===== src/rtl/lapg_pkg.sv =====
// Shared types, constants and small lookup functions for the LED pattern generator.
// No dependencies; every other file imports this package.
package lapg_pkg;

  localparam int unsigned LED_COUNT = 64;
  localparam int CW = $clog2(LED_COUNT) + 2;

  // animation mode codes
  localparam logic [3:0] MODE_OFF      = 4'd0;
  localparam logic [3:0] MODE_SOLID    = 4'd1;
  localparam logic [3:0] MODE_FLASH    = 4'd2;
  localparam logic [3:0] MODE_SOS      = 4'd3;
  localparam logic [3:0] MODE_FADE_Y   = 4'd4;
  localparam logic [3:0] MODE_FADE_RGB = 4'd5;
  localparam logic [3:0] MODE_RAINBOW  = 4'd6;
  localparam logic [3:0] MODE_BREATH   = 4'd7;
  localparam logic [3:0] MODE_CHASE    = 4'd8;
  localparam logic [3:0] MODE_WAVE     = 4'd9;

  // configuration register indexes
  localparam logic [2:0] CFG_MODE   = 3'd0;
  localparam logic [2:0] CFG_PERIOD = 3'd1;
  localparam logic [2:0] CFG_RED    = 3'd2;
  localparam logic [2:0] CFG_GREEN  = 3'd3;
  localparam logic [2:0] CFG_BLUE   = 3'd4;
  localparam logic [2:0] CFG_FLASH  = 3'd5;

  localparam logic [15:0] SOS_PERIOD = 16'd5400;
  localparam logic [16:0] FADE_A     = 17'd21627;
  localparam logic [16:0] FADE_B     = 17'd43254;
  localparam logic [16:0] FADE_W3    = 17'd22282;
  localparam logic [17:0] RECIP_A    = 18'((64'd1 << 32) / 64'(FADE_A));
  localparam logic [17:0] RECIP_W3   = 18'((64'd1 << 32) / 64'(FADE_W3));
  localparam logic [17:0] WAVE_STEP  = 18'd133509;

  typedef struct packed {
    logic [5:0]  led_index;
    logic [31:0] elapsed_ms;
  } lapg_in_t;

  typedef struct packed {
    logic [7:0] out_red;
    logic [7:0] out_green;
    logic [7:0] out_blue;
  } lapg_out_t;

  typedef struct packed {
    logic [3:0]  mode;
    logic [15:0] period_ms;
    logic [7:0]  solid_red;
    logic [7:0]  solid_green;
    logic [7:0]  solid_blue;
    logic [3:0]  flash_rate_hz;
  } lapg_cfg_t;

  typedef struct packed {
    logic [5:0]  led_index;
    logic [15:0] phase;
    logic [12:0] sos_t;
  } lapg_phase_t;

  typedef struct packed {
    lapg_phase_t base;
    logic [2:0]  rb_sector;
    logic [15:0] rb_f;
    logic        chase_hit;
    logic [2:0]  chase_k;
  } lapg_side_t;

  typedef struct packed {
    lapg_side_t  side;
    logic [16:0] ease;
    logic [15:0] wave_x;
  } lapg_shade_t;

  // quarter-wave sine, 0.15
  function automatic logic [14:0] sine_tab(input logic [4:0] k);
    case (k)
      5'd0:    return 15'd0;
      5'd1:    return 15'd3212;
      5'd2:    return 15'd6393;
      5'd3:    return 15'd9512;
      5'd4:    return 15'd12539;
      5'd5:    return 15'd15446;
      5'd6:    return 15'd18204;
      5'd7:    return 15'd20787;
      5'd8:    return 15'd23170;
      5'd9:    return 15'd25329;
      5'd10:   return 15'd27245;
      5'd11:   return 15'd28898;
      5'd12:   return 15'd30273;
      5'd13:   return 15'd31356;
      5'd14:   return 15'd32137;
      5'd15:   return 15'd32609;
      5'd16:   return 15'd32767;
      default: return 15'd0;
    endcase
  endfunction

  // floor(255 * x / 65536)
  function automatic logic [7:0] level(input logic [16:0] x);
    logic [24:0] prod;
    prod = {x, 8'b0} - {8'b0, x};
    return prod[23:16];
  endfunction

  // flash period, rate clamped to 1..10
  function automatic logic [15:0] flash_period(input logic [3:0] rate);
    case (rate)
      4'd0, 4'd1: return 16'(1000 / 1);
      4'd2:       return 16'(1000 / 2);
      4'd3:       return 16'(1000 / 3);
      4'd4:       return 16'(1000 / 4);
      4'd5:       return 16'(1000 / 5);
      4'd6:       return 16'(1000 / 6);
      4'd7:       return 16'(1000 / 7);
      4'd8:       return 16'(1000 / 8);
      4'd9:       return 16'(1000 / 9);
      default:    return 16'(1000 / 10);
    endcase
  endfunction

  // S-O-S on windows within the 5400 ms frame
  function automatic logic sos_on(input logic [12:0] t);
    return (t < 13'd200) ||
           (t >= 13'd400  && t < 13'd600)  ||
           (t >= 13'd800  && t < 13'd1000) ||
           (t >= 13'd1600 && t < 13'd2200) ||
           (t >= 13'd2400 && t < 13'd3000) ||
           (t >= 13'd3200 && t < 13'd3800) ||
           (t >= 13'd4400 && t < 13'd4600) ||
           (t >= 13'd4800 && t < 13'd5000) ||
           (t >= 13'd5200 && t < 13'd5400);
  endfunction

endpackage


===== src/rtl/lapg_phase_div.sv =====
// Pipelined restoring divider: {elapsed, 16'b0} / period, 4 quotient bits per stage.
// Gives the 0.16 phase and the elapsed-mod-period remainder. Uses lapg_pkg.
module lapg_phase_div (
  input  logic                  clk,
  input  logic                  rst_n,
  input  logic                  in_valid,
  output logic                  in_ready,
  input  lapg_pkg::lapg_in_t    in_data,
  input  logic [15:0]           period,
  output logic                  out_valid,
  input  logic                  out_ready,
  output lapg_pkg::lapg_phase_t out_data
);
  import lapg_pkg::*;

  localparam int NS    = 12;
  localparam int SPLIT = 8;   // stages that consume the elapsed bits

  logic [NS-1:0] v_r;
  logic [15:0]   rem_r [NS];
  logic [47:0]   dvd_r [NS];
  logic [15:0]   q_r   [NS];
  logic [5:0]    idx_r [NS];
  logic [12:0]   sos_r [NS];
  logic [NS:0]   rdy;

  logic          v_in   [NS];
  logic [15:0]   rem_in [NS];
  logic [47:0]   dvd_in [NS];
  logic [15:0]   q_in   [NS];
  logic [5:0]    idx_in [NS];
  logic [12:0]   sos_in [NS];
  logic [19:0]   step   [NS];

  function automatic logic [19:0] div4(input logic [15:0] rem, input logic [3:0] bits,
                                       input logic [15:0] per);
    logic [16:0] acc;
    logic [15:0] r;
    logic [3:0]  q;
    r = rem;
    q = '0;
    for (int i = 3; i >= 0; i--) begin
      acc = {r, bits[i]};
      if (acc >= {1'b0, per}) begin
        r    = 16'(acc - {1'b0, per});
        q[i] = 1'b1;
      end else begin
        r = acc[15:0];
      end
    end
    return {r, q};
  endfunction

  always_comb begin
    rdy[NS] = out_ready;
    for (int k = NS - 1; k >= 0; k--) begin
      rdy[k] = !v_r[k] || rdy[k+1];
    end
  end

  always_comb begin
    for (int k = 0; k < NS; k++) begin
      if (k == 0) begin
        v_in[k]   = in_valid;
        rem_in[k] = '0;
        dvd_in[k] = {in_data.elapsed_ms, 16'b0};
        q_in[k]   = '0;
        idx_in[k] = in_data.led_index;
        sos_in[k] = '0;
      end else begin
        v_in[k]   = v_r[k-1];
        rem_in[k] = rem_r[k-1];
        dvd_in[k] = dvd_r[k-1];
        q_in[k]   = q_r[k-1];
        idx_in[k] = idx_r[k-1];
        sos_in[k] = sos_r[k-1];
      end
      step[k] = div4(rem_in[k], dvd_in[k][47:44], period);
    end
  end

  always_ff @(posedge clk) begin
    for (int k = 0; k < NS; k++) begin
      if (!rst_n) begin
        v_r[k] <= 1'b0;
      end else if (rdy[k]) begin
        v_r[k] <= v_in[k];
      end
      if (rdy[k]) begin
        rem_r[k] <= step[k][19:4];
        q_r[k]   <= {q_in[k][11:0], step[k][3:0]};
        dvd_r[k] <= dvd_in[k] << 4;
        idx_r[k] <= idx_in[k];
        if (k == SPLIT - 1) begin
          sos_r[k] <= step[k][16:4];
        end else begin
          sos_r[k] <= sos_in[k];
        end
      end
    end
  end

  assign in_ready           = rdy[0];
  assign out_valid          = v_r[NS-1];
  assign out_data.led_index = idx_r[NS-1];
  assign out_data.phase     = q_r[NS-1];
  assign out_data.sos_t     = sos_r[NS-1];

  a_rem_below_period: assert property (@(posedge clk) disable iff (!rst_n)
    v_r[NS-1] |-> (rem_r[NS-1] < period))
    else $error("divider remainder not below period");

endmodule


===== config.mk =====
export PLATFORM = sky130hd
export DESIGN_NAME = lapg_phase_div
export DESIGN_NICKNAME = d
export VERILOG_FILES = /design/src/rtl/lapg_pkg.sv /design/src/rtl/lapg_phase_div.sv
export SDC_FILE = /design/constraint.sdc
export NUM_CORES = 2
export LEC_CHECK = 0
export ABC_AREA = 1
export BUFFER_PORTS_ARGS = -buffer_cell sky130_fd_sc_hd__buf_2
export CAP_MARGIN = 20
export CORE_MARGIN = 5
export CORE_UTILIZATION = 60
export CTS_BUF_LIST = sky130_fd_sc_hd__clkbuf_4
export CTS_CLUSTER_SIZE = 24
export DETAILED_ROUTE_END_ITERATION = 10
export PLACE_DENSITY = 0.77
export SYNTH_ARGS = -nofsm -noshare
export SYNTH_HDL_FRONTEND = slang
export SYNTH_SLANG_ARGS = --single-unit

===== constraint.sdc =====
create_clock -name clk -period 17.1 [get_ports clk]
set_input_delay 1.71 -clock clk [delete_from_list [all_inputs] [get_ports clk]]
set_output_delay 1.71 -clock clk [all_outputs]
set_load 0.05 [all_outputs]

# After elaboration in Yosys (flattened, before gate mapping)
# Memories as Yosys holds them, arrays and structs flattened.
# Cells that the tools add are included.
# word_totals
register_bits	12
mem_bits_rw	1140
output_inout_bits	37
word_cells	257
n_memories	5
# op_classes
n_addsub	48
n_lt_le_gt_ge	48
mux	120
n_reduce_logical	24
# memory_table
memory	words	width	read_ports	rd_ports_with_merged_regs	write_ports	line_no	rtl
dvd_r	12	44	11	0	12	lapg_phase_div.sv:21	logic [47:0] dvd_r [NS];
q_r	12	16	12	0	12	lapg_phase_div.sv:22	logic [15:0] q_r [NS];
rem_r	12	16	11	0	12	lapg_phase_div.sv:20	logic [15:0] rem_r [NS];
sos_r	12	13	11	0	12	lapg_phase_div.sv:24	logic [12:0] sos_r [NS];
idx_r	12	6	12	0	12	lapg_phase_div.sv:23	logic [5:0] idx_r [NS];
# ops
cell	n
>= comparator 17 x 16 -> 1 bit	47
2-to-1 mux 16 bit	48
subtractor 16 bit	47
2-to-1 mux 1 bit	72
>= comparator 1 x 16 -> 1 bit	1
subtractor 1 x 16 -> 16 bit	1
logical NOT 1 bit	12
logical OR 1 bit	12

# Depth between registers and ports, before layout
# logic_depth
depth_word	15
mapped_depth	58

# Least setup slack after synthesis
# No wires, ideal clock.
# synth_timing
path_kind	input port to output port
from	input out_ready
to	output in_ready
arrival_ps	9861
slack_ps	5529
path_stages	16
path_buffers	0
cell_sequence	nor2_1 -> inv_1 -> nor2_1 -> inv_1 -> nor2_1 -> inv_1 -> nor2_1 -> inv_1 -> nor2_1 -> nand2_1 -> nor2_2 -> nand2_1 -> nor2_1 -> nand2_1 -> nor2_2 -> nand2_1
# synth_between
elab_chain_cells	12
# synth_rtl
element	line_no	rtl
from (decl)	lapg_phase_div.sv:11	input logic out_ready,
logical OR 1 bit	lapg_phase_div.sv:57	rdy[k] = !v_r[k] || rdy[k+1];
net rdy[11]	lapg_phase_div.sv:25	logic [NS:0] rdy;
logical OR 1 bit	lapg_phase_div.sv:57	
net rdy[10]	lapg_phase_div.sv:25	
logical OR 1 bit	lapg_phase_div.sv:57	
net rdy[9]	lapg_phase_div.sv:25	
logical OR 1 bit	lapg_phase_div.sv:57	
net rdy[8]	lapg_phase_div.sv:25	
logical OR 1 bit (2 in series)	lapg_phase_div.sv:57	
net rdy[6]	lapg_phase_div.sv:25	
logical OR 1 bit (2 in series)	lapg_phase_div.sv:57	
net rdy[4]	lapg_phase_div.sv:25	
logical OR 1 bit (2 in series)	lapg_phase_div.sv:57	
net rdy[2]	lapg_phase_div.sv:25	
logical OR 1 bit (2 in series)	lapg_phase_div.sv:57	
to (decl)	lapg_phase_div.sv:7	output logic in_ready,
# The timed path passes the listed nets, and every way through them passes these cells.

==> key figures <==
Timing
  – Slew HR: roughly a quarter
  – Max Slew Vio Count: 0
  – Max Clock Freq: approximately 83 MHz
  – RSZ-0062 raised after global routing: no
  – Setup-failing EPs final: 0
  – Layout Skew: 70.4 ps
  – Final number of hold-violating endpoints: 0
  – Setup TNS: 0 ps
  – Final min period: ~12000 ps
  – Worst slew pin tran: about 1100 ps
  – Period Utilization, post-route: 70.5%
  – WHS: around 400 ps

CTS
  – Number of setup buffers added after CTS: 0
  – Cts bufs inserted: ~130
  – Skew-Pair Late Insertion Delay: around 1100 ps
  – Hold buffer count at CTS: 0
  – Post-CTS Resized: 0
  – CTS Sinks: about 460
  – CTS root buf: clkbuf_4
  – Htree depth: 4
  – Longest Clk Path Bufs: 3
  – Reg clk slew, reported paths: ~60 ps
  – CTS tree: built

Setup path
  – Most used cell, CP: nand2_1
  – Setup CP Type: in -> reg
  – Critical Path End Type: flip-flop
  – CP startpoint kind: primary input
  – Worst Path Required: between 15000 and 20000 ps
  – Highest-delay cell along the critical path: nor3b_2
  – Crit path DAT: roughly 13000 ps
  – CP bufs+invs: 7
  – CP top delay family: simple AND/OR/NAND/NOR gates
  – Crit-path max cell delay: about 800 ps
  – Crit-path max FO: 20

Yosys
  – Syn Nets: between 9000 and 10000
  – Top cell type's share of synthesized area: 23.0%
  – Synth Register Bits: approximately 460
  – Area leader, netlist: edfxtp_1
  – Post-Syn Instances: 8521
  – Register area share after synthesis: about a quarter
  – Post-synth EDFFs: 452
  – Top_reg_cell synth: edfxtp_1
  – Synth cell types: 70
  – Top cells by area, synth: edfxtp_1 (23%), nand2_1 (18%), ha_1 (16%)
  – Post-synth ARST share: 0%
  – Synth warn: 0
  – Post-Syn Area: 58900 sq um
  – Syn_area_per_cell: 6.92 sq um

Routing
  – Vias per inst: a little under 6
  – Final WL: ~180000 microns
  – 1st-iter DRT viols: 4921
  – Drt first pass iters: 9
  – Drt drc: 0
  – Antenna Violating Nets Remaining: 0
  – Via Count: about 58000
  – WL per Instance: around 18 microns

Placement
  – Post-DP HPWL: between 100000 and 150000 microns
  – Dpl cell area: roughly 60000 sq um
  – Routability congestion estimate: around 0.99
  – Number of buffers inserted by port buffering: between 90 and 100

GRT
  – Vias in the first global route: around 54000
  – Grt ovf: 0
  – Initial antenna violation count: 2
  – First-pass GRT wire length: about 280000 microns
  – Largest net degree at the start of global routing: 52
  – GR Util All Layers: 32.9%

Finish
  – Layout net count: 9513
  – Area grow syn2layout: 5.91%
  – Layout cells sized above 1: ~6.6%
  – Most common cell after layout, fill and taps aside: nand2_1
  – Most frequent cells in the layout: nand2_1 (2784), inv_1 (877), ha_1 (742)
  – Post-route cell area: ~62000 sq um

Outcome
  – Status: finished clean

Die
  – Initial Util: between 60% and 70%
  – Die H: about 320 microns
  – Core Area: ~98000 sq um
  – IO Count: 95
  – Die X: between 300 and 400 microns
  – Die ar.: roughly 100000 sq um
  – Row count: between 100 and 150

Run
  – Max-cap violations: 0

Hold path
  – Min-Delay Path Class: reg -> reg
==> state kept, by name, summed over array words and instances (netlist names) <==
name   count
rem_r    164
dvd_r    112
idx_r     72
sos_r     64
q_r       40
v_r       12
==> cell families (layout without fill, tap and decap cells) <==
kind of cell | count (synthesis) | in the layout | synth area share (%)
and+or+nand+nor | 4216 | 4216 | 30.5
AOI/OAI and AO/OA | 1449 | 1449 | 13.5
buffers and inverters | 1051 | 1303 | 7.23
DFF | 464 | 464 | 23.4
adders and majority gates | 777 | 777 | 16.9
other | 0 | 6 | 0
xor gates and xnor gates | 564 | 564 | 8.38
==> cells in the mapped netlist (all sizes together) (38+ instances only) <==
cell type and count:
edfxtp 452, nor2 492, inv 919, xor2 293, nor3 69, nand4 106
a21o 38, ha 742, xnor2 271, a21oi 684, buf 101, o21ai 530
nand2 2833, a31oi 42, nand3 579
==> stage by stage <==
stage | utilization, % | worst slack (ps) | instances
after detailed placement | 61.9 | 4260 | 9831
after floorplan | - | 5530 | 8521
after global placement | 61.9 | 4230 | 9831
final | 63.7 | 5040 | 10066
after global routing | 63.7 | 4110 | 10066
after CTS | 63.7 | 5330 | 10060
==> worst paths after layout <==
check,cells after the start,from,slack (ps),endpoint
setup reg to reg,47,rem_r[5][1]$_DFFE_PP_,6150,rem_r[6][14]$_DFFE_PP_
hold / removal,0,dvd_r[2][35]$_DFFE_PP_,390,dvd_r[3][39]$_DFFE_PP_
hold reg to reg,0,dvd_r[2][35]$_DFFE_PP_,390,dvd_r[3][39]$_DFFE_PP_
setup / recovery,50,period[11],5040,rem_r[6][14]$_DFFE_PP_
==> area by class of cell <==
class | instances | area, sq um
fill | 9165 | 35600
clock buffer | 185 | 1390
sequential | 464 | 13800
tap | 1287 | 1610
timing repair buffer | 150 | 893
multi-input combinational | 7006 | 40900
inverter | 924 | 3500
clock inverter | 44 | 335
antenna | 6 | 15.0
==> layer usage <==
metal  wire length (microns)  vias to the layer above  global-route usage (%)  share of wire (%)
met5                       0                        -                       0                  0
met4                    8290                        0                    14.0                4.7
met3                   12100                      488                    4.83                6.8
met2                   79600                     2116                    54.0                 45
met1                   76900                    26329                    43.5                 43
li1                        -                    29081                       -                  -
Power is left out: the tool's default activity adds up to more than one toggle a clock period on the data nets, which glitch-free logic cannot reach.
