**src/rtl/lapg_pkg.sv**
```systemverilog
// Shared types, constants and small lookup functions for the LED pattern generator.
// No dependencies; every other file imports this package.
package lapg_pkg;

  localparam int unsigned LED_COUNT = 64;
  localparam int CW = $clog2(LED_COUNT) + 2;

  // animation mode codes
  localparam logic [3:0] MODE_OFF      = 4'd0;
  localparam logic [3:0] MODE_SOLID    = 4'd1;
  localparam logic [3:0] MODE_FLASH    = 4'd2;
  localparam logic [3:0] MODE_SOS      = 4'd3;
  localparam logic [3:0] MODE_FADE_Y   = 4'd4;
  localparam logic [3:0] MODE_FADE_RGB = 4'd5;
  localparam logic [3:0] MODE_RAINBOW  = 4'd6;
  localparam logic [3:0] MODE_BREATH   = 4'd7;
  localparam logic [3:0] MODE_CHASE    = 4'd8;
  localparam logic [3:0] MODE_WAVE     = 4'd9;

  // configuration register indexes
  localparam logic [2:0] CFG_MODE   = 3'd0;
  localparam logic [2:0] CFG_PERIOD = 3'd1;
  localparam logic [2:0] CFG_RED    = 3'd2;
  localparam logic [2:0] CFG_GREEN  = 3'd3;
  localparam logic [2:0] CFG_BLUE   = 3'd4;
  localparam logic [2:0] CFG_FLASH  = 3'd5;

  localparam logic [15:0] SOS_PERIOD = 16'd5400;
  localparam logic [16:0] FADE_A     = 17'd21627;
  localparam logic [16:0] FADE_B     = 17'd43254;
  localparam logic [16:0] FADE_W3    = 17'd22282;
  localparam logic [17:0] RECIP_A    = 18'((64'd1 << 32) / 64'(FADE_A));
  localparam logic [17:0] RECIP_W3   = 18'((64'd1 << 32) / 64'(FADE_W3));
  localparam logic [17:0] WAVE_STEP  = 18'd133509;

  typedef struct packed {
    logic [5:0]  led_index;
    logic [31:0] elapsed_ms;
  } lapg_in_t;

  typedef struct packed {
    logic [7:0] out_red;
    logic [7:0] out_green;
    logic [7:0] out_blue;
  } lapg_out_t;

  typedef struct packed {
    logic [3:0]  mode;
    logic [15:0] period_ms;
    logic [7:0]  solid_red;
    logic [7:0]  solid_green;
    logic [7:0]  solid_blue;
    logic [3:0]  flash_rate_hz;
  } lapg_cfg_t;

  typedef struct packed {
    logic [5:0]  led_index;
    logic [15:0] phase;
    logic [12:0] sos_t;
  } lapg_phase_t;

  typedef struct packed {
    lapg_phase_t base;
    logic [2:0]  rb_sector;
    logic [15:0] rb_f;
    logic        chase_hit;
    logic [2:0]  chase_k;
  } lapg_side_t;

  typedef struct packed {
    lapg_side_t  side;
    logic [16:0] ease;
    logic [15:0] wave_x;
  } lapg_shade_t;

  // quarter-wave sine, 0.15
  function automatic logic [14:0] sine_tab(input logic [4:0] k);
    case (k)
      5'd0:    return 15'd0;
      5'd1:    return 15'd3212;
      5'd2:    return 15'd6393;
      5'd3:    return 15'd9512;
      5'd4:    return 15'd12539;
      5'd5:    return 15'd15446;
      5'd6:    return 15'd18204;
      5'd7:    return 15'd20787;
      5'd8:    return 15'd23170;
      5'd9:    return 15'd25329;
      5'd10:   return 15'd27245;
      5'd11:   return 15'd28898;
      5'd12:   return 15'd30273;
      5'd13:   return 15'd31356;
      5'd14:   return 15'd32137;
      5'd15:   return 15'd32609;
      5'd16:   return 15'd32767;
      default: return 15'd0;
    endcase
  endfunction

  // floor(255 * x / 65536)
  function automatic logic [7:0] level(input logic [16:0] x);
    logic [24:0] prod;
    prod = {x, 8'b0} - {8'b0, x};
    return prod[23:16];
  endfunction

  // flash period, rate clamped to 1..10
  function automatic logic [15:0] flash_period(input logic [3:0] rate);
    case (rate)
      4'd0, 4'd1: return 16'(1000 / 1);
      4'd2:       return 16'(1000 / 2);
      4'd3:       return 16'(1000 / 3);
      4'd4:       return 16'(1000 / 4);
      4'd5:       return 16'(1000 / 5);
      4'd6:       return 16'(1000 / 6);
      4'd7:       return 16'(1000 / 7);
      4'd8:       return 16'(1000 / 8);
      4'd9:       return 16'(1000 / 9);
      default:    return 16'(1000 / 10);
    endcase
  endfunction

  // S-O-S on windows within the 5400 ms frame
  function automatic logic sos_on(input logic [12:0] t);
    return (t < 13'd200) ||
           (t >= 13'd400  && t < 13'd600)  ||
           (t >= 13'd800  && t < 13'd1000) ||
           (t >= 13'd1600 && t < 13'd2200) ||
           (t >= 13'd2400 && t < 13'd3000) ||
           (t >= 13'd3200 && t < 13'd3800) ||
           (t >= 13'd4400 && t < 13'd4600) ||
           (t >= 13'd4800 && t < 13'd5000) ||
           (t >= 13'd5200 && t < 13'd5400);
  endfunction

endpackage

```
**src/rtl/lapg_wave.sv**
```systemverilog
// Sine, hue, chase and ease stages: five pipeline stages from phase to eased value.
// Uses lapg_pkg.
module lapg_wave (
  input  logic                  clk,
  input  logic                  rst_n,
  input  lapg_pkg::lapg_cfg_t   cfg,
  input  logic                  in_valid,
  output logic                  in_ready,
  input  lapg_pkg::lapg_phase_t in_data,
  output logic                  out_valid,
  input  logic                  out_ready,
  output lapg_pkg::lapg_shade_t out_data
);
  import lapg_pkg::*;

  logic [4:0] v_r;
  logic [5:0] rdy;

  lapg_side_t  side_r1, side_r2, side_r3, side_r4;
  logic [14:0] base_r1;
  logic [11:0] diff_r1;
  logic [9:0]  frac_r1;
  logic        neg_r1;
  logic [15:0] ein_r2, wx_r2, wx_r3, wx_r4;
  logic [15:0] w_r3;
  logic        hi_r3, hi_r4;
  logic [31:0] sq_r3;
  logic [15:0] c_r4;
  lapg_shade_t out_r5;

  // stage 1 logic
  logic [15:0]   hue, hue_off, wave_off, angle;
  logic [18:0]   h6;
  logic [CW-1:0] pos, dd;
  logic [14:0]   r14;
  logic [4:0]    sidx;
  logic [14:0]   base_nxt;
  logic [11:0]   diff_nxt;
  lapg_side_t    side_nxt;

  always_comb begin
    hue_off  = 16'((32'(in_data.led_index) << 16) / LED_COUNT);
    hue      = in_data.phase + hue_off;
    h6       = {1'b0, hue, 2'b0} + {2'b0, hue, 1'b0};
    pos      = CW'((32'(in_data.phase) * LED_COUNT) >> 16);
    dd       = CW'(in_data.led_index) + CW'(LED_COUNT) - pos;
    if (dd >= CW'(LED_COUNT)) begin
      dd = dd - CW'(LED_COUNT);
    end
    wave_off = 16'((24'(in_data.led_index) * 24'(WAVE_STEP)) >> 6);
    angle    = (cfg.mode == MODE_WAVE) ? in_data.phase + wave_off : in_data.phase;
    r14      = {1'b0, angle[13:0]};
    if (angle[14]) begin
      r14 = 15'd16384 - r14;
    end
    sidx = r14[14:10];
    if (sidx >= 5'd16) begin
      base_nxt = sine_tab(5'd16);
      diff_nxt = '0;
    end else begin
      base_nxt = sine_tab(sidx);
      diff_nxt = 12'(sine_tab(sidx + 5'd1) - sine_tab(sidx));
    end
    side_nxt.base      = in_data;
    side_nxt.rb_sector = h6[18:16];
    side_nxt.rb_f      = h6[15:0];
    side_nxt.chase_hit = dd < CW'(5);
    side_nxt.chase_k   = 3'(CW'(5) - dd);
  end

  // stage 2 logic
  logic [21:0] interp;
  logic [14:0] sval;
  logic [15:0] sx;
  always_comb begin
    interp = 22'(diff_r1) * 22'(frac_r1);
    sval   = base_r1 + 15'(interp >> 10);
    sx     = neg_r1 ? 16'd32768 - {1'b0, sval} : 16'd32768 + {1'b0, sval};
  end

  // stage 3 logic
  logic        hi_nxt;
  logic [15:0] w_nxt;
  always_comb begin
    hi_nxt = ein_r2[15];
    w_nxt  = hi_nxt ? 16'(17'h10000 - {1'b0, ein_r2}) : ein_r2;
  end

  // stage 4 logic
  logic [45:0] cube;
  assign cube = 46'(sq_r3) * 46'(w_r3);

  always_comb begin
    rdy[5] = out_ready;
    for (int k = 4; k >= 0; k--) begin
      rdy[k] = !v_r[k] || rdy[k+1];
    end
  end

  always_ff @(posedge clk) begin
    if (!rst_n) begin
      v_r <= '0;
    end else begin
      if (rdy[0]) v_r[0] <= in_valid;
      for (int k = 1; k < 5; k++) begin
        if (rdy[k]) v_r[k] <= v_r[k-1];
      end
    end
  end

  always_ff @(posedge clk) begin
    if (rdy[0]) begin
      side_r1 <= side_nxt;
      base_r1 <= base_nxt;
      diff_r1 <= diff_nxt;
      frac_r1 <= r14[9:0];
      neg_r1  <= angle[15];
    end
    if (rdy[1]) begin
      side_r2 <= side_r1;
      ein_r2  <= (cfg.mode == MODE_BREATH) ? sx : side_r1.base.phase;
      wx_r2   <= sx;
    end
    if (rdy[2]) begin
      side_r3 <= side_r2;
      wx_r3   <= wx_r2;
      w_r3    <= w_nxt;
      hi_r3   <= hi_nxt;
      sq_r3   <= 32'(w_nxt) * 32'(w_nxt);
    end
    if (rdy[3]) begin
      side_r4 <= side_r3;
      wx_r4   <= wx_r3;
      hi_r4   <= hi_r3;
      c_r4    <= cube[45:30];
    end
    if (rdy[4]) begin
      out_r5.side   <= side_r4;
      out_r5.wave_x <= wx_r4;
      out_r5.ease   <= hi_r4 ? 17'h10000 - {1'b0, c_r4} : {1'b0, c_r4};
    end
  end

  assign in_ready  = rdy[0];
  assign out_valid = v_r[4];
  assign out_data  = out_r5;

endmodule

```
**config.mk**
```make
export PLATFORM = sky130hd
export DESIGN_NAME = lapg_wave
export DESIGN_NICKNAME = d
export VERILOG_FILES = /design/src/rtl/lapg_pkg.sv /design/src/rtl/lapg_wave.sv
export SDC_FILE = /design/constraint.sdc
export NUM_CORES = 2
export LEC_CHECK = 0
export BUFFER_PORTS_ARGS = -buffer_cell sky130_fd_sc_hd__buf_2
export CAP_MARGIN = 20
export CORE_MARGIN = 2
export CORE_UTILIZATION = 60
export DETAILED_ROUTE_END_ITERATION = 6
export PLACE_DENSITY = 0.75
export SLEW_MARGIN = 15
export SYNTH_ARGS = -nofsm -noshare
export SYNTH_HDL_FRONTEND = slang
export SYNTH_SLANG_ARGS = --single-unit
```
**constraint.sdc**
```tcl
create_clock -name clk -period 18.4 [get_ports clk]
set_clock_uncertainty 0.15 [all_clocks]
set_input_delay 0.92 -clock clk [delete_from_list [all_inputs] [get_ports clk]]
set_output_delay 0.92 -clock clk [all_outputs]
set_load 0.02 [all_outputs]
```
# ---- Word level (Yosys, flattened, before mapping)
# Memories as Yosys holds them, arrays and structs flattened. A register that Yosys moved wholly into a read port is not among the register bits.
# Cells that the tools add are included.
dict set report classes {
  add_sub_neg 15
  multipliers 4
  div_mod_pow 0
  n_lt_le_gt_ge 3
  n_eq_ne 2
  shift 0
  muxes 9
  bitwise_logic 0
  reduce_logical 10
}
# cell n
set ops {}
lappend ops {{16-bit two-way mux} 5}
lappend ops {{32-bit by 16-bit multiplier with 46-bit output} 1}
lappend ops {{16-bit adder} 2}
lappend ops {{16-bit by 16-bit multiplier with 32-bit output} 1}
lappend ops {{12-bit two-way mux} 2}
lappend ops {{12-bit by 10-bit multiplier with 22-bit output} 1}
lappend ops {{6-bit by 18-bit multiplier with 22-bit output, second input constant} 1}
lappend ops {{18-bit by 17-bit adder with 19-bit output} 1}
lappend ops {{17-bit by 16-bit subtractor with 17-bit output, first input constant} 1}
lappend ops {{16-bit by 15-bit adder with 16-bit output, first input constant} 1}
lappend ops {{1-bit by 16-bit subtractor with 16-bit output, first input constant} 1}
lappend ops {{16-bit by 15-bit subtractor with 16-bit output, first input constant} 1}
lappend ops {{15-bit by 12-bit adder with 15-bit output} 1}
lappend ops {{15-bit two-way mux} 1}
lappend ops {{15-bit by 14-bit subtractor with 15-bit output, first input constant} 1}
lappend ops {{12-bit subtractor} 1}
lappend ops {{6-bit by 7-bit adder with 8-bit output, second input constant} 1}
lappend ops {{8-bit by 7-bit greater-or-equal comparator with 1-bit output, second input constant} 1}
lappend ops {{8-bit by 3-bit less-than comparator with 1-bit output, second input constant} 1}
lappend ops {{8-bit two-way mux} 1}
lappend ops {{8-bit by 6-bit subtractor with 8-bit output} 1}
lappend ops {{8-bit by 7-bit subtractor with 8-bit output, second input constant} 1}
lappend ops {{5-bit by 1-bit adder with 5-bit output, second input constant} 1}
lappend ops {{5-bit greater-or-equal comparator, second input constant} 1}
lappend ops {{other kinds (5)} 13}
dict set report word_totals {
  regBits 481
  latchBits 0
  ramBits 0
  rom_bits 1440
  input_bits 87
  output_inout_bits 93
  mem_count 3
}
# memory words word_bits read_ports rd_ports_with_merged_regs wr line_no
set mem_list {}
lappend mem_list {{(no name shown)} 32 15 1 1 0 lapg_pkg.sv:78} ;# case (k)
lappend mem_list {{(no name shown)} 32 15 1 0 0 lapg_pkg.sv:78}
lappend mem_list {{(no name shown)} 32 15 1 0 0 lapg_pkg.sv:78}

# ---- Longest topological paths before layout
# An unclocked memory read counts as a cell.
dict set report depth {
  word_depth 9
  ltp_mapped 45
  ltp_nobuf 42
}

# ---- Worst setup path after synthesis
# OpenSTA, ideal clock, no wires.
dict set report synth_path {
  path_type {input to register}
  from {input port in_data[32] (netlist name)}
  to {register diff_r1[11], data pin}
  setup_time_ns 0.263
  arrival_ns 8.562
  slack_ns 9.425
  path_stages 43
  path_buffers 5
  path_cell_list {ha_1 > ha_1 > ha_1 > a31oi_1 > o21ba_2 > nor2b_1 > a21oi_1 > nor2b_1 > o21ai_0 > a21oi_1 > and2_1 > o21a_1 > nor2_1 > ha_1 > and2_4 > a221oi_2 > o22ai_1 > nor3_1 > [... 7 more ...] > clkbuf_1 > clkbuf_1 > clkbuf_1 > nor2_1 > o41a_1 > ha_1 > nor2b_1 > o21ai_0 > a21boi_0 > o21ai_0 > a21oi_1 > o21ai_0 > a21oi_1 > o21ai_0 > a21oi_1 > o21a_1 > o211ai_1 > nor3b_2}
}
dict set report synth_between {
  elab_chain_len 9
  word_cells_on_any_way 12
  classes_between {add/sub (4); mul (1); order compare (1); mux (4); memory (2)}
}
# item line_no
set synth_rtl {}
lappend synth_rtl {{start: declaration} lapg_wave.sv:9} ;# input lapg_pkg::lapg_phase_t in_data,
lappend synth_rtl {{6-bit by 18-bit multiplier with 22-bit output *} lapg_wave.sv:50} ;# wave_off = 16'((24'(in_data.led_index) * 24'(WAVE_STEP)) >> 6);
lappend synth_rtl {{16-bit adder *} lapg_wave.sv:51} ;# angle = (cfg.mode == MODE_WAVE) ? in_data.phase + wave_off : in_data.phase;
lappend synth_rtl {{16-bit two-way mux *} lapg_wave.sv:51}
lappend synth_rtl {{15-bit by 14-bit subtractor with 15-bit output} lapg_wave.sv:54} ;# r14 = 15'd16384 - r14;
lappend synth_rtl {{15-bit two-way mux *} lapg_wave.sv:53} ;# if (angle[14]) begin
lappend synth_rtl {{5-bit by 1-bit adder with 5-bit output} lapg_wave.sv:62} ;# diff_nxt = 12'(sine_tab(sidx + 5'd1) - sine_tab(sidx));
lappend synth_rtl {{memory read 32 x 15 bit} --}
lappend synth_rtl {{12-bit two-way mux} lapg_wave.sv:57} ;# if (sidx >= 5'd16) begin
lappend synth_rtl {{12-bit subtractor} lapg_wave.sv:62}
lappend synth_rtl {{end signal: assignment} lapg_wave.sv:115} ;# diff_r1 <= diff_nxt;
lappend synth_rtl {{end: declaration} lapg_wave.sv:21} ;# logic [11:0] diff_r1;
# Mark *: on every way between the ends. The rest lies on a longest branch, timed or not. The select of a mux whose other input is x is not followed.
# A chain may end at the register's enable or synchronous reset.

# ---- Final worst setup path
dict set report layout_path {
  from {input port in_data[34] (netlist name)}
  to {register diff_r1[11], data pin}
}
# Same word-level chain as after synthesis.

==> results.json <==
{
  "synthesis.area_sq_um": 46030,
  "drive_above_1_share_pct": 7.098,
  "htreeDepth": 2,
  "synth_ff_type": "edfxtp_1",
  "endpoint_kind": "flip-flop",
  "finalMaxSlewViolations": 0,
  "rows": 101,
  "cts_tree": "built",
  "cp_max_fo": 26,
  "critPathKind": "in2reg",
  "status": "finished clean",
  "finalNonFillerCells": 5442,
  "max_slew_margin_pct": 28.43,
  "final_net_count": 5484,
  "clock_latency_ps": 600,
  "synth_area_per_cell_sq_um": 10.76,
  "synth-async-reset-ratio_pct": 0,
  "setup_viol_count_final": 0,
  "drtIter0Drc": 2466,
  "postCtsSetupBuffers": 0,
  "seq_area_sq_um": 14480,
  "gr-total-overflow": 0,
  "multiInputGateArea_sq_um": 27990,
  "area_delta_synth_final_pct": 7.170,
  "grt_pass1_vias": 31850,
  "hold_viol": 0,
  "fillers": 5869,
  "start_util_pct": 60.61,
  "antenna_found_initial": 2,
  "cp.arrival_ps": 11420,
  "slowest_delay_ps": 910,
  "yosys-top-cells-area": "edfxtp_1, fa_1, ha_1, inv_1, nand2_1",
  "final_common_cell": "inv_1",
  "placedCellCount": 5349,
  "synth_largest_area_cell": "edfxtp_1",
  "cap_violations": 0,
  "core_sq_um": 75950,
  "cp_num_buf_inv": 4,
  "dr.pass1.iters": 6,
  "drc": 0,
  "tns_ps": 0,
  "rsz0062_at_grt": "false",
  "startpoint_type": "primary input",
  "clk_pin_slew_ps": 70,
  "numCtsBuffers": 49,
  "synth_edf_count": 479,
  "tightest_slew_ps": 1068,
  "period_needed_ps": 11240,
  "synth_warnings": 0,
  "worstPathRequired_ps": 18570,
  "ys_ff_latch": 484,
  "grt_use_total_pct": 26.87,
  "max_freq_ghz": 0.08893,
  "grt_max_degree": 76,
  "seq_area_frac_synth_pct": 31.47,
  "timing.critical_path.mode_cell": "ha_1",
  "viasPerCell": 5.595,
  "via_count": 30450,
  "synth_cell_types": 104,
  "path_delay_family": "compound AO/OA/AOI/OAI gates",
  "most-common-layout-cells": "inv_1, fa_1, nand2_1, edfxtp_1, ha_1",
  "postRouteAntennaNets": 0,
  "place_hpwl_um": 74850,
  "syn_inst": 4280,
  "io_buffers": 134,
  "cts.sinks": 484,
  "io_pins": 180,
  "place.gp.congestion": 0.8678,
  "cts.repair.resized": 0,
  "synth_top_area_share_pct": 31.25,
  "die_h_um": 281.0,
  "period_share_pct": 61.11,
  "die_area_sq_um": 78950,
  "wire_per_inst_um": 18.70,
  "clockBufferDepth": 3,
  "drt-total-wl_um": 101800,
  "grt_first_pass_wirelength_um": 166400,
  "slowest_stage": "ha_1",
  "die_x_um": 281.0,
  "ctsRootBufferMaster": "clkbuf_16",
  "hold_buffers": 0,
  "hp-class": "reg2reg"
}
[worst register-to-register path, cell delays in order, from the launching register on]
cell      delay, ps
edfxtp_1        360
buf_4           220
or4_1           620
nor2_1          120
nand2_1         100
and2_1          190
xnor2_1         720
clkinv_1        670
nand2_1         280
inv_1            80
fa_1            460
fa_1            500
inv_1            60
fa_1            490
fa_1            470
fa_1            490
fa_1            490
inv_1            40
ha_1            340
a21o_1          190
a21o_1          170
a21oi_1         370
o211ai_1        270
nand3_1         230
o21ai_0         150
a311oi_1        690
mux2i_1         250
nand3_1          70
[worst paths after layout]
| kind | start | endpoint | slack [ps] | cells past startpoint |
|---|---|---|---|---|
| max | in_data[34] | diff_r1[11] | 7160 | 43 |
| min | side_r4[2] | out_data[35] | 250 | 0 |
| max reg2reg | ein_r2[0] | sq_r3[29] | 8940 | 27 |
| min reg2reg | side_r4[2] | out_data[35] | 250 | 0 |
[Yosys cell counts, drive strengths merged (7+ instances only)]
library cell / n
ha: 373
o21ai: 86
xnor2: 125
clkbuf: 126
inv: 790
nand3: 26
nand4: 9
nand3b: 7
and2: 196
o31ai: 13
nand2: 601
o21a: 18
xor2: 41
or3: 23
o21bai: 15
nor2: 195
and3: 16
a21o: 38
a21oi: 121
or4: 8
nor3: 40
nand2b: 21
edfxtp: 479
mux2i: 7
mux2: 14
o211ai: 8
nor4: 8
fa: 654
or2: 8
buf: 28
a211oi: 21
clkinv: 8
o22ai: 11
a21boi: 9
nor2b: 20
a31oi: 14
[stage by stage]
stage / instance area, sq um / hold WS [ps] / util, % / setup WS (ps)
after floorplan: 46090 / 250.3 / - / 9425
after CTS: 49330 / 234.0 / 64.95 / 7452
after global routing: 49330 / 249.3 / 64.95 / 6488
after detailed placement: 47760 / 254.5 / 62.88 / 6881
final: 49330 / 246.0 / 64.95 / 7155
after global placement: 47760 / 250.2 / 62.88 / 6964
[area by class of cell]
class                   count  area share (%)
repair buffers            177           2.014
clock buffers              64           2.620
well taps                1030           2.612
diodes                      2         0.01015
clock inverters            27          0.5631
inverters                 798           6.082
multi-input cells        2860           56.74
flip-flops and latches    484           29.36
[metal layers]
metal  routed length [um]  GRT usage, %  up-vias
met4                 2924         7.500        0
met5                    0             0        -
li1                     -             -    13840
met2                50190         46.00     1146
met3                 6702         3.774      199
met1                41950         35.99    15270
[logic make-up after synthesis]
kind of cell             count (synthesis)  synth area share (%)
adder cells (fa/ha/maj)               1027                 38.58
XOR/XNOR                               166                 3.191
buffers and inverters                  952                 7.929
AO/OA/AOI/OAI                          429                 6.227
flip-flops                             484                 31.47
AND/OR/NAND/NOR                       1198                 12.05
multiplexers                            22                0.5436
other                                    2               0.01631
[registers in the layout, summed over array words and instances, names as in the netlist, 30 cells and up]
name / cells
out_data: 89
side_r1: 56
side_r2: 56
side_r3: 56
side_r4: 56
sq_r3: 30
Power is left out: the tool's default activity adds up to more than one toggle a clock period on the data nets, which glitch-free logic cannot reach.
