[src/rtl/lapg_pkg.sv]
// Shared types, constants and small lookup functions for the LED pattern generator.
// No dependencies; every other file imports this package.
package lapg_pkg;

  localparam int unsigned LED_COUNT = 64;
  localparam int CW = $clog2(LED_COUNT) + 2;

  // animation mode codes
  localparam logic [3:0] MODE_OFF      = 4'd0;
  localparam logic [3:0] MODE_SOLID    = 4'd1;
  localparam logic [3:0] MODE_FLASH    = 4'd2;
  localparam logic [3:0] MODE_SOS      = 4'd3;
  localparam logic [3:0] MODE_FADE_Y   = 4'd4;
  localparam logic [3:0] MODE_FADE_RGB = 4'd5;
  localparam logic [3:0] MODE_RAINBOW  = 4'd6;
  localparam logic [3:0] MODE_BREATH   = 4'd7;
  localparam logic [3:0] MODE_CHASE    = 4'd8;
  localparam logic [3:0] MODE_WAVE     = 4'd9;

  // configuration register indexes
  localparam logic [2:0] CFG_MODE   = 3'd0;
  localparam logic [2:0] CFG_PERIOD = 3'd1;
  localparam logic [2:0] CFG_RED    = 3'd2;
  localparam logic [2:0] CFG_GREEN  = 3'd3;
  localparam logic [2:0] CFG_BLUE   = 3'd4;
  localparam logic [2:0] CFG_FLASH  = 3'd5;

  localparam logic [15:0] SOS_PERIOD = 16'd5400;
  localparam logic [16:0] FADE_A     = 17'd21627;
  localparam logic [16:0] FADE_B     = 17'd43254;
  localparam logic [16:0] FADE_W3    = 17'd22282;
  localparam logic [17:0] RECIP_A    = 18'((64'd1 << 32) / 64'(FADE_A));
  localparam logic [17:0] RECIP_W3   = 18'((64'd1 << 32) / 64'(FADE_W3));
  localparam logic [17:0] WAVE_STEP  = 18'd133509;

  typedef struct packed {
    logic [5:0]  led_index;
    logic [31:0] elapsed_ms;
  } lapg_in_t;

  typedef struct packed {
    logic [7:0] out_red;
    logic [7:0] out_green;
    logic [7:0] out_blue;
  } lapg_out_t;

  typedef struct packed {
    logic [3:0]  mode;
    logic [15:0] period_ms;
    logic [7:0]  solid_red;
    logic [7:0]  solid_green;
    logic [7:0]  solid_blue;
    logic [3:0]  flash_rate_hz;
  } lapg_cfg_t;

  typedef struct packed {
    logic [5:0]  led_index;
    logic [15:0] phase;
    logic [12:0] sos_t;
  } lapg_phase_t;

  typedef struct packed {
    lapg_phase_t base;
    logic [2:0]  rb_sector;
    logic [15:0] rb_f;
    logic        chase_hit;
    logic [2:0]  chase_k;
  } lapg_side_t;

  typedef struct packed {
    lapg_side_t  side;
    logic [16:0] ease;
    logic [15:0] wave_x;
  } lapg_shade_t;

  // quarter-wave sine, 0.15
  function automatic logic [14:0] sine_tab(input logic [4:0] k);
    case (k)
      5'd0:    return 15'd0;
      5'd1:    return 15'd3212;
      5'd2:    return 15'd6393;
      5'd3:    return 15'd9512;
      5'd4:    return 15'd12539;
      5'd5:    return 15'd15446;
      5'd6:    return 15'd18204;
      5'd7:    return 15'd20787;
      5'd8:    return 15'd23170;
      5'd9:    return 15'd25329;
      5'd10:   return 15'd27245;
      5'd11:   return 15'd28898;
      5'd12:   return 15'd30273;
      5'd13:   return 15'd31356;
      5'd14:   return 15'd32137;
      5'd15:   return 15'd32609;
      5'd16:   return 15'd32767;
      default: return 15'd0;
    endcase
  endfunction

  // floor(255 * x / 65536)
  function automatic logic [7:0] level(input logic [16:0] x);
    logic [24:0] prod;
    prod = {x, 8'b0} - {8'b0, x};
    return prod[23:16];
  endfunction

  // flash period, rate clamped to 1..10
  function automatic logic [15:0] flash_period(input logic [3:0] rate);
    case (rate)
      4'd0, 4'd1: return 16'(1000 / 1);
      4'd2:       return 16'(1000 / 2);
      4'd3:       return 16'(1000 / 3);
      4'd4:       return 16'(1000 / 4);
      4'd5:       return 16'(1000 / 5);
      4'd6:       return 16'(1000 / 6);
      4'd7:       return 16'(1000 / 7);
      4'd8:       return 16'(1000 / 8);
      4'd9:       return 16'(1000 / 9);
      default:    return 16'(1000 / 10);
    endcase
  endfunction

  // S-O-S on windows within the 5400 ms frame
  function automatic logic sos_on(input logic [12:0] t);
    return (t < 13'd200) ||
           (t >= 13'd400  && t < 13'd600)  ||
           (t >= 13'd800  && t < 13'd1000) ||
           (t >= 13'd1600 && t < 13'd2200) ||
           (t >= 13'd2400 && t < 13'd3000) ||
           (t >= 13'd3200 && t < 13'd3800) ||
           (t >= 13'd4400 && t < 13'd4600) ||
           (t >= 13'd4800 && t < 13'd5000) ||
           (t >= 13'd5200 && t < 13'd5400);
  endfunction

endpackage

[src/rtl/lapg_color.sv]
// Fade segment division by constant widths and the final per-mode color select.
// Four stages, the last is the output register. Uses lapg_pkg.
module lapg_color (
  input  logic                  clk,
  input  logic                  rst_n,
  input  lapg_pkg::lapg_cfg_t   cfg,
  input  logic                  in_valid,
  output logic                  in_ready,
  input  lapg_pkg::lapg_shade_t in_data,
  output logic                  out_valid,
  input  logic                  out_ready,
  output lapg_pkg::lapg_out_t   out_data
);
  import lapg_pkg::*;

  localparam logic [1:0] SEG_RG = 2'd0;
  localparam logic [1:0] SEG_GB = 2'd1;
  localparam logic [1:0] SEG_BR = 2'd2;

  logic [3:0] v_r;
  logic [4:0] rdy;

  lapg_shade_t sh_r1, sh_r2, sh_r3;
  logic [32:0] prod_r1;
  logic [14:0] d_r1, d_r2;
  logic [1:0]  seg_r1, seg_r2, seg_r3;
  logic [16:0] q0_r2;
  logic [31:0] qw_r2;
  logic [16:0] t_r3;
  lapg_out_t   out_r4;

  // stage 1: segment and reciprocal product
  logic [1:0]  seg_nxt;
  logic [14:0] d_nxt;
  always_comb begin
    if (in_data.ease < FADE_A) begin
      seg_nxt = SEG_RG;
      d_nxt   = in_data.ease[14:0];
    end else if (in_data.ease < FADE_B) begin
      seg_nxt = SEG_GB;
      d_nxt   = 15'(in_data.ease - FADE_A);
    end else begin
      seg_nxt = SEG_BR;
      d_nxt   = 15'(in_data.ease - FADE_B);
    end
  end

  // stage 2/3: back-multiply and one-step correction
  logic [14:0] wid2, wid3;
  logic [31:0] rem3;
  logic [16:0] t_nxt;
  always_comb begin
    wid2  = (seg_r1 == SEG_BR) ? FADE_W3[14:0] : FADE_A[14:0];
    wid3  = (seg_r2 == SEG_BR) ? FADE_W3[14:0] : FADE_A[14:0];
    rem3  = {1'b0, d_r2, 16'b0} - qw_r2;
    t_nxt = q0_r2 + 17'(rem3 >= 32'(wid3));
    if (t_nxt > 17'h10000) t_nxt = 17'h10000;
  end

  // stage 4: color select
  logic [7:0] lt, lnt, lrb, lw;
  lapg_out_t  col;
  always_comb begin
    lt  = level(t_r3);
    lnt = level(17'h10000 - t_r3);
    lrb = sh_r3.side.rb_sector[0] ? level(17'h10000 - {1'b0, sh_r3.side.rb_f})
                                  : level({1'b0, sh_r3.side.rb_f});
    lw  = level({1'b0, sh_r3.wave_x});
    col = '0;
    case (cfg.mode)
      MODE_SOLID: begin
        col = {cfg.solid_red, cfg.solid_green, cfg.solid_blue};
      end
      MODE_FLASH: begin
        if (!sh_r3.side.base.phase[15]) col = {cfg.solid_red, cfg.solid_green, cfg.solid_blue};
      end
      MODE_SOS: begin
        if (sos_on(sh_r3.side.base.sos_t)) col.out_red = 8'd255;
      end
      MODE_FADE_Y: begin
        col.out_red   = level(17'h10000 - sh_r3.ease);
        col.out_green = col.out_red;
      end
      MODE_FADE_RGB: begin
        case (seg_r3)
          SEG_RG:  begin col.out_red = lnt; col.out_green = lt; end
          SEG_GB:  begin col.out_green = lnt; col.out_blue = lt; end
          default: begin col.out_red = lt; col.out_blue = lnt; end
        endcase
      end
      MODE_RAINBOW: begin
        case (sh_r3.side.rb_sector)
          3'd0:    begin col.out_red = 8'd255; col.out_green = lrb; end
          3'd1:    begin col.out_red = lrb; col.out_green = 8'd255; end
          3'd2:    begin col.out_green = 8'd255; col.out_blue = lrb; end
          3'd3:    begin col.out_green = lrb; col.out_blue = 8'd255; end
          3'd4:    begin col.out_red = lrb; col.out_blue = 8'd255; end
          default: begin col.out_red = 8'd255; col.out_blue = lrb; end
        endcase
      end
      MODE_BREATH: begin
        col.out_red   = level(sh_r3.ease);
        col.out_green = col.out_red;
        col.out_blue  = col.out_red;
      end
      MODE_CHASE: begin
        if (sh_r3.side.chase_hit) begin
          col.out_red   = 8'(sh_r3.side.chase_k) * 8'd51;
          col.out_green = 8'(sh_r3.side.chase_k) * 8'd20;
        end
      end
      MODE_WAVE: begin
        col.out_red  = lw;
        col.out_blue = 8'd255 - lw;
      end
      default: col = '0;
    endcase
    if (32'(sh_r3.side.base.led_index) >= LED_COUNT) col = '0;
  end

  always_comb begin
    rdy[4] = out_ready;
    for (int k = 3; k >= 0; k--) begin
      rdy[k] = !v_r[k] || rdy[k+1];
    end
  end

  always_ff @(posedge clk) begin
    if (!rst_n) begin
      v_r <= '0;
    end else begin
      if (rdy[0]) v_r[0] <= in_valid;
      for (int k = 1; k < 4; k++) begin
        if (rdy[k]) v_r[k] <= v_r[k-1];
      end
    end
  end

  always_ff @(posedge clk) begin
    if (rdy[0]) begin
      sh_r1   <= in_data;
      seg_r1  <= seg_nxt;
      d_r1    <= d_nxt;
      prod_r1 <= 33'(d_nxt) * 33'((seg_nxt == SEG_BR) ? RECIP_W3 : RECIP_A);
    end
    if (rdy[1]) begin
      sh_r2  <= sh_r1;
      seg_r2 <= seg_r1;
      d_r2   <= d_r1;
      q0_r2  <= prod_r1[32:16];
      qw_r2  <= 32'(prod_r1[32:16]) * 32'(wid2);
    end
    if (rdy[2]) begin
      sh_r3  <= sh_r2;
      seg_r3 <= seg_r2;
      t_r3   <= t_nxt;
    end
    if (rdy[3]) begin
      out_r4 <= col;
    end
  end

  assign in_ready  = rdy[0];
  assign out_valid = v_r[3];
  assign out_data  = out_r4;

  a_seg_t_range: assert property (@(posedge clk) disable iff (!rst_n)
    v_r[2] |-> (t_r3 <= 17'h10000))
    else $error("fade segment fraction out of range");

endmodule

[config.mk]
export PLATFORM = sky130hd
export DESIGN_NAME = lapg_color
export DESIGN_NICKNAME = d
export VERILOG_FILES = /design/src/rtl/lapg_pkg.sv /design/src/rtl/lapg_color.sv
export SDC_FILE = /design/constraint.sdc
export NUM_CORES = 1
export LEC_CHECK = 0
export ABC_AREA = 0
export BUFFER_PORTS_ARGS = -buffer_cell sky130_fd_sc_hd__buf_2
export CAP_MARGIN = 5
export CORE_MARGIN = 3
export CORE_UTILIZATION = 41
export CTS_CLUSTER_SIZE = 40
export DETAILED_ROUTE_END_ITERATION = 8
export PLACE_DENSITY = 0.64
export SYNTH_ARGS = -nofsm -noshare
export SYNTH_HDL_FRONTEND = slang
export SYNTH_SLANG_ARGS = --single-unit
[constraint.sdc]
create_clock -name clk -period 10.4 [get_ports clk]
set_input_delay 2.08 -clock clk [delete_from_list [all_inputs] [get_ports clk]]
set_output_delay 2.08 -clock clk [all_outputs]
set_load 0.01 [all_outputs]
==> Word-level counts from Yosys, hierarchy flattened <==
Index checks and enable logic that the tools add are counted.
{ "totals": {"regBits": 418, "in_bits": 143} }
{ "op_classes": {"n_addsub": 15, "n_mul": 4, "order_cmp": 21, "eq_ne": 17, "mux": 20, "n_reduce_logical": 32} }
{ "op_table": {"columns": ["cell", "count"], "rows": [
  ["24-bit by 17-bit subtractor with 24-bit output", 5],
  ["8-bit one-hot mux with 2 select lines", 6],
  ["8-bit one-hot mux with 9 select lines", 1],
  ["8-bit one-hot mux with 7 select lines", 1],
  ["8-bit one-hot mux with 6 select lines", 1],
  ["24-bit by 16-bit subtractor with 24-bit output", 2],
  ["13-bit greater-or-equal comparator, second input constant", 3],
  ["13-bit by 12-bit < comparator with 1-bit output, second input constant", 3],
  ["13-bit < comparator, second input constant", 3],
  ["17-bit subtractor, first input constant", 2],
  ["15-bit by 18-bit multiplier with 33-bit output", 1],
  ["32-bit by 15-bit greater-or-equal comparator with 1-bit output", 1],
  ["17-bit by 15-bit multiplier with 32-bit output", 1],
  ["31-bit by 32-bit subtractor with 32-bit output", 1],
  ["15-bit 2-to-1 mux", 2],
  ["13-bit by 12-bit greater-or-equal comparator with 1-bit output, second input constant", 2],
  ["13-bit by 10-bit < comparator with 1-bit output, second input constant", 2],
  ["24-bit 2-to-1 mux", 1],
  ["10-bit 2-to-1 mux", 2],
  ["17-bit by 1-bit adder with 17-bit output", 1],
  ["17-bit greater-than comparator, second input constant", 1],
  ["17-bit by 15-bit < comparator with 1-bit output, second input constant", 1],
  ["17-bit by 16-bit < comparator with 1-bit output, second input constant", 1],
  ["17-bit 2-to-1 mux", 1],
  ["other kinds (28)", 64]
]} }

==> Longest topological paths before layout <==
{ "depth": {"word_depth": 12, "ltp_mapped": 37} }

==> Worst setup path before layout <==
OpenSTA, ideal clock, no wires.
{ "synth_timing": {"kind": "input to register", "start": "input port in_data[17] (netlist bit)", "end": "register prod_r1[31] (data pin)", "setup_time_ns": 0.258, "arrival_ns": 9.764, "path_slack_ns": 0.379, "stages": 36, "n_path_buf": 4, "path_cell_list": "ha_1 o2111a_1 a2111oi_2 o21ai_1 a21o_1 a21oi_4 buf_2 buf_2 clkbuf_1 buf_1 nor2_1 ha_1 inv_1 ha_1 nor2_1 fa_1 inv_1 fa_1 inv_1 fa_1 inv_1 fa_1 inv_1 fa_1 inv_1 ha_1 and4_1 a21oi_1 o211ai_1 a31oi_1 o21ai_0 a21o_1 a21oi_1 nand2b_1 a21oi_1 xnor2_1"} }
{ "synth_between": {"elab_chain_len": 6} }
{ "synth_rtl": {"columns": ["item", "line", "source"], "rows": [
  ["start: declaration", "lapg_color.sv:9", "input lapg_pkg::lapg_shade_t in_data,"],
  ["17-bit by 16-bit < comparator with 1-bit output", "lapg_color.sv:39", "end else if (in_data.ease < FADE_B) begin"],
  ["2-bit 2-to-1 mux", "lapg_color.sv:39", null],
  ["2-bit 2-to-1 mux", "lapg_color.sv:36", "if (in_data.ease < FADE_A) begin"],
  ["2-bit == test", "lapg_color.sv:144", "prod_r1 <= 33'(d_nxt) * 33'((seg_nxt == SEG_BR) ? RECIP_W3 : RECIP_A);"],
  ["17-bit 2-to-1 mux", "lapg_color.sv:144", null],
  ["15-bit by 18-bit multiplier with 33-bit output (*)", "lapg_color.sv:144", null],
  ["end signal: assignment", "lapg_color.sv:144", null],
  ["end: declaration", "lapg_color.sv:24", "logic [32:0] prod_r1;"]
]} }
Mark *: on every way between the ends. The rest lies on a longest branch, timed or not.
A chain may end at the register's enable or synchronous reset.

==> Worst setup path in the final report <==
{ "layout_timing": {"start": "input port in_data[17] (netlist bit)", "end": "register prod_r1[31] (data pin)"} }
{ "layout_between": {"elab_chain_len": 6} }
{ "layout_rtl": {"columns": ["item", "line", "source"], "rows": [
  ["17-bit by 16-bit < comparator with 1-bit output", "lapg_color.sv:39", null],
  ["2-bit 2-to-1 mux", "lapg_color.sv:39", null],
  ["2-bit 2-to-1 mux (*)", "lapg_color.sv:36", null],
  ["named net seg_nxt[0]", "lapg_color.sv:33", "logic [1:0] seg_nxt;"],
  ["2-bit == test (*)", "lapg_color.sv:144", null],
  ["17-bit 2-to-1 mux (*)", "lapg_color.sv:144", null],
  ["15-bit by 18-bit multiplier with 33-bit output (*)", "lapg_color.sv:144", null]
]} }
Mark *: on every way through the listed nets, which the timed path passes. The rest lies on a longest branch.

==> metrics.md <==
| Metric | Value |
|---|---|
| Worst slack at placement | `-0.1138 ns` |
| Setup ws final | `0.5416 ns` |
| Final Hold Vio Count | `0` |
| Crit path max fanout | `4` |
| Die Area | `77,050 µm²` |
| Buffers and inverters on the worst path | `9` |
| Register area share after synthesis | `0.3443` |
| Filler cells | `6,644` |
| Storage element area | `10,410 µm²` |
| Core box area | `72,220 µm²` |
| Post-Synthesis Cells | `2,773` |
| Relative slew slack | `0.2530` |
| Delay-heaviest family, CP | `adder cells` |
| Deepest clock path buffer count | `3` |
| Period Utilization, post-route | `0.9479` |
| Antenna-violating nets left | `0` |
| Layout Nets | `3,766` |
| Slew Limit Fails | `0` |
| Setup Buffers After CTS | `0` |
| CP arrival | `10.15 ns` |
| CP Launch Type | `primary input` |
| CTS Hold Bufs | `0` |
| H-tree depth reported by CTS | `2` |
| Antenna violations before repair | `7` |
| Fmax | `101.4 MHz` |
| Max Cap Viol | `0` |
| Flop and latch count out of synthesis | `348` |
| DRC Markers | `0` |
| Clk_lat worst skew | `0.55 ns` |
| Ys flop type | `edfxtp_1` |
| GP Congestion | `0.9535` |
| WL met3 | `3501 µm` |
| CP endpoint kind | `flop` |
| Gr ovfl total | `0` |
| Critical-path top delay cell | `fa_1` |
| IO Port Bufs | `124` |
| Async S/R FF share, synth | `0` |
| Mapped Area | `30,240 µm²` |
| Total CTS buffers | `39` |
| CTS root buf | `clkbuf_16` |
| Final setup viols | `0` |
| Layout cells sized above 1 | `0.1014` |
| Clock skew | `0.02547 ns` |
| Synth warn | `0` |
| Metal2 WL | `33,070 µm` |
| Final Util | `0.4690` |
| Most common cell after layout, fill and taps aside | `inv_1` |
| # clock sinks | `348` |
| Synthesis-to-finish area growth | `12.01%` |
| RSZ-0062 raised after global routing | `no` |
| FP Rows | `98` |
| Routed WL | `71,090 µm` |
| Top-area cell type share of the netlist area | `0.3416` |
| Initial Util | `0.4187` |
| Die X-Extent | `277.6 µm` |
| Min Tclk post-route | `9.858 ns` |
| Req. time, crit path | `10.69 ns` |
| Total track usage | `0.1863` |
| Multi-input logic area | `18,140 µm²` |
| Most frequent cells in the layout | `inv_1 (416), ha_1 (365), edfxtp_1 (344)` |
| Synth area leader | `edfxtp_1` |
| TritonRoute pass-1 iters | `6` |
| DR vias/cell | `5.266` |
| Avg Cell Area, Syn | `10.90 µm²` |
| Number of enable flip-flop cells after synthesis | `344` |
| Die height | `277.6 µm` |
| Post-DR wirelength/cell | `17.86 µm` |
| Distinct cell type count of the synthesized netlist | `88` |
| CTS tree | `done` |
| Reg clk slew, reported paths | `0.06 ns` |
| I/O pin total | `169` |
| Final HPWL DP | `57,280 µm` |
| Largest net degree at the start of global routing | `87` |
| Top sig layer | `met4` |
| Via count | `20,960` |
| Hold WC Path Type | `reg2reg` |
| Vias in the first global route | `20,918` |
| Outcome | `completed` |
| First-pass GRT wire length | `114,300 µm` |
| Gates resized, CTS repair | `0` |
| WS Path Type | `in2reg` |
| Initial DRC count | `1,494` |
| Synth area leaders | `edfxtp_1 (34%), fa_1 (17%), ha_1 (15%), inv_1 (5.2%), xnor2_1 (4.3%)` |
| Metal-1 WL | `32,440 µm` |
| Delay of the slowest cell on the worst path | `0.54 ns` |
| Slew @ Worst Pin | `1.121 ns` |
==> sequential cells by signal (all words and copies together), names as in the netlist <==
| name | cells |
|---|---|
| seg_r1 | 2 |
| qw_r2 | 32 |
| seg_r2 | 2 |
| d_r2 | 15 |
| sh_r3 | 67 |
| q0_r2 | 17 |
| prod_r1 | 17 |
| sh_r1 | 67 |
| d_r1 | 15 |
| t_r3 | 17 |
| out_data | 24 |
| v_r | 4 |
| sh_r2 | 67 |
| seg_r3 | 2 |
==> logic make-up (layout without fill, tap and decap cells) <==
| family | after synthesis | count (layout) | share of synthesized area |
|---|---|---|---|
| other | 2 | 22 | 0.0002484 |
| buffers and inverters | 470 | 707 | 0.05851 |
| and+or+nand+nor | 660 | 660 | 0.1106 |
| xor gates and xnor gates | 195 | 195 | 0.05698 |
| muxes | 13 | 13 | 0.004345 |
| DFF | 348 | 348 | 0.3443 |
| adders and majority gates | 624 | 624 | 0.3225 |
| AOI/OAI and AO/OA | 461 | 461 | 0.1026 |
==> per-stage QoR <==
| stage | cell area, µm² | setup TNS, ns | cells | hold WS [ns] |
|---|---|---|---|---|
| 2_1_floorplan | 30310 | 0 | 2791 | 0.4003 |
| 3_3_place_gp | 32630 | -0.1453 | 3908 | 0.4008 |
| 3_5_place_dp | 32630 | -0.2383 | 3908 | 0.4045 |
| 4_1_cts | 33870 | 0 | 3978 | 0.4121 |
| 5_1_grt | 33870 | 0 | 3978 | 0.4181 |
| 6_report | 33870 | 0 | 3980 | 0.4140 |
==> path summary, 6_finish.rpt <==
check / cells past startpoint / slack, ns / end / from
min: 0 / 0.41 / sh_r2[55]$_DFFE_PP_ / sh_r1[55]$_DFFE_PP_
max reg2reg: 21 / 2.78 / qw_r2[31]$_DFFE_PP_ / seg_r1[0]$_DFFE_PP_
max: 36 / 0.54 / prod_r1[31]$_DFFE_PP_ / in_data[17]
min reg2reg: 0 / 0.41 / sh_r2[55]$_DFFE_PP_ / sh_r1[55]$_DFFE_PP_
==> Yosys cell counts, types with 29 or more instances <==
cell type	n
nor2_1	184
a21oi_1	117
nand2_1	115
ha_1	365
edfxtp_1	344
and2_1	42
fa_1	259
inv_1	417
nor3_1	64
a21o_1	39
o21ai_0	85
xnor2_1	148
nand3_1	54
xor2_1	45
nand2b_1	29
clkbuf_1	39
==> routing by layer <==
metal | vias up | GRT usage
met3 | 120 | 0.02558
li1 | 10171 | -
met4 | 0 | 0.05588
met5 | - | 0
met1 | 10175 | 0.2606
met2 | 494 | 0.3020
==> area by class of cell <==
type | count | share of cell area
timing repair buffer | 214 | 0.03827
sequential | 348 | 0.3074
antenna | 2 | 0.0001478
clock buffer | 48 | 0.03107
tap | 950 | 0.03509
inverter | 423 | 0.04703
clock inverter | 22 | 0.005393
multi-input combinational | 1973 | 0.5356
Power is not shown: default switching activity piles up to over one toggle a cycle in this logic, so the estimate is an artifact.
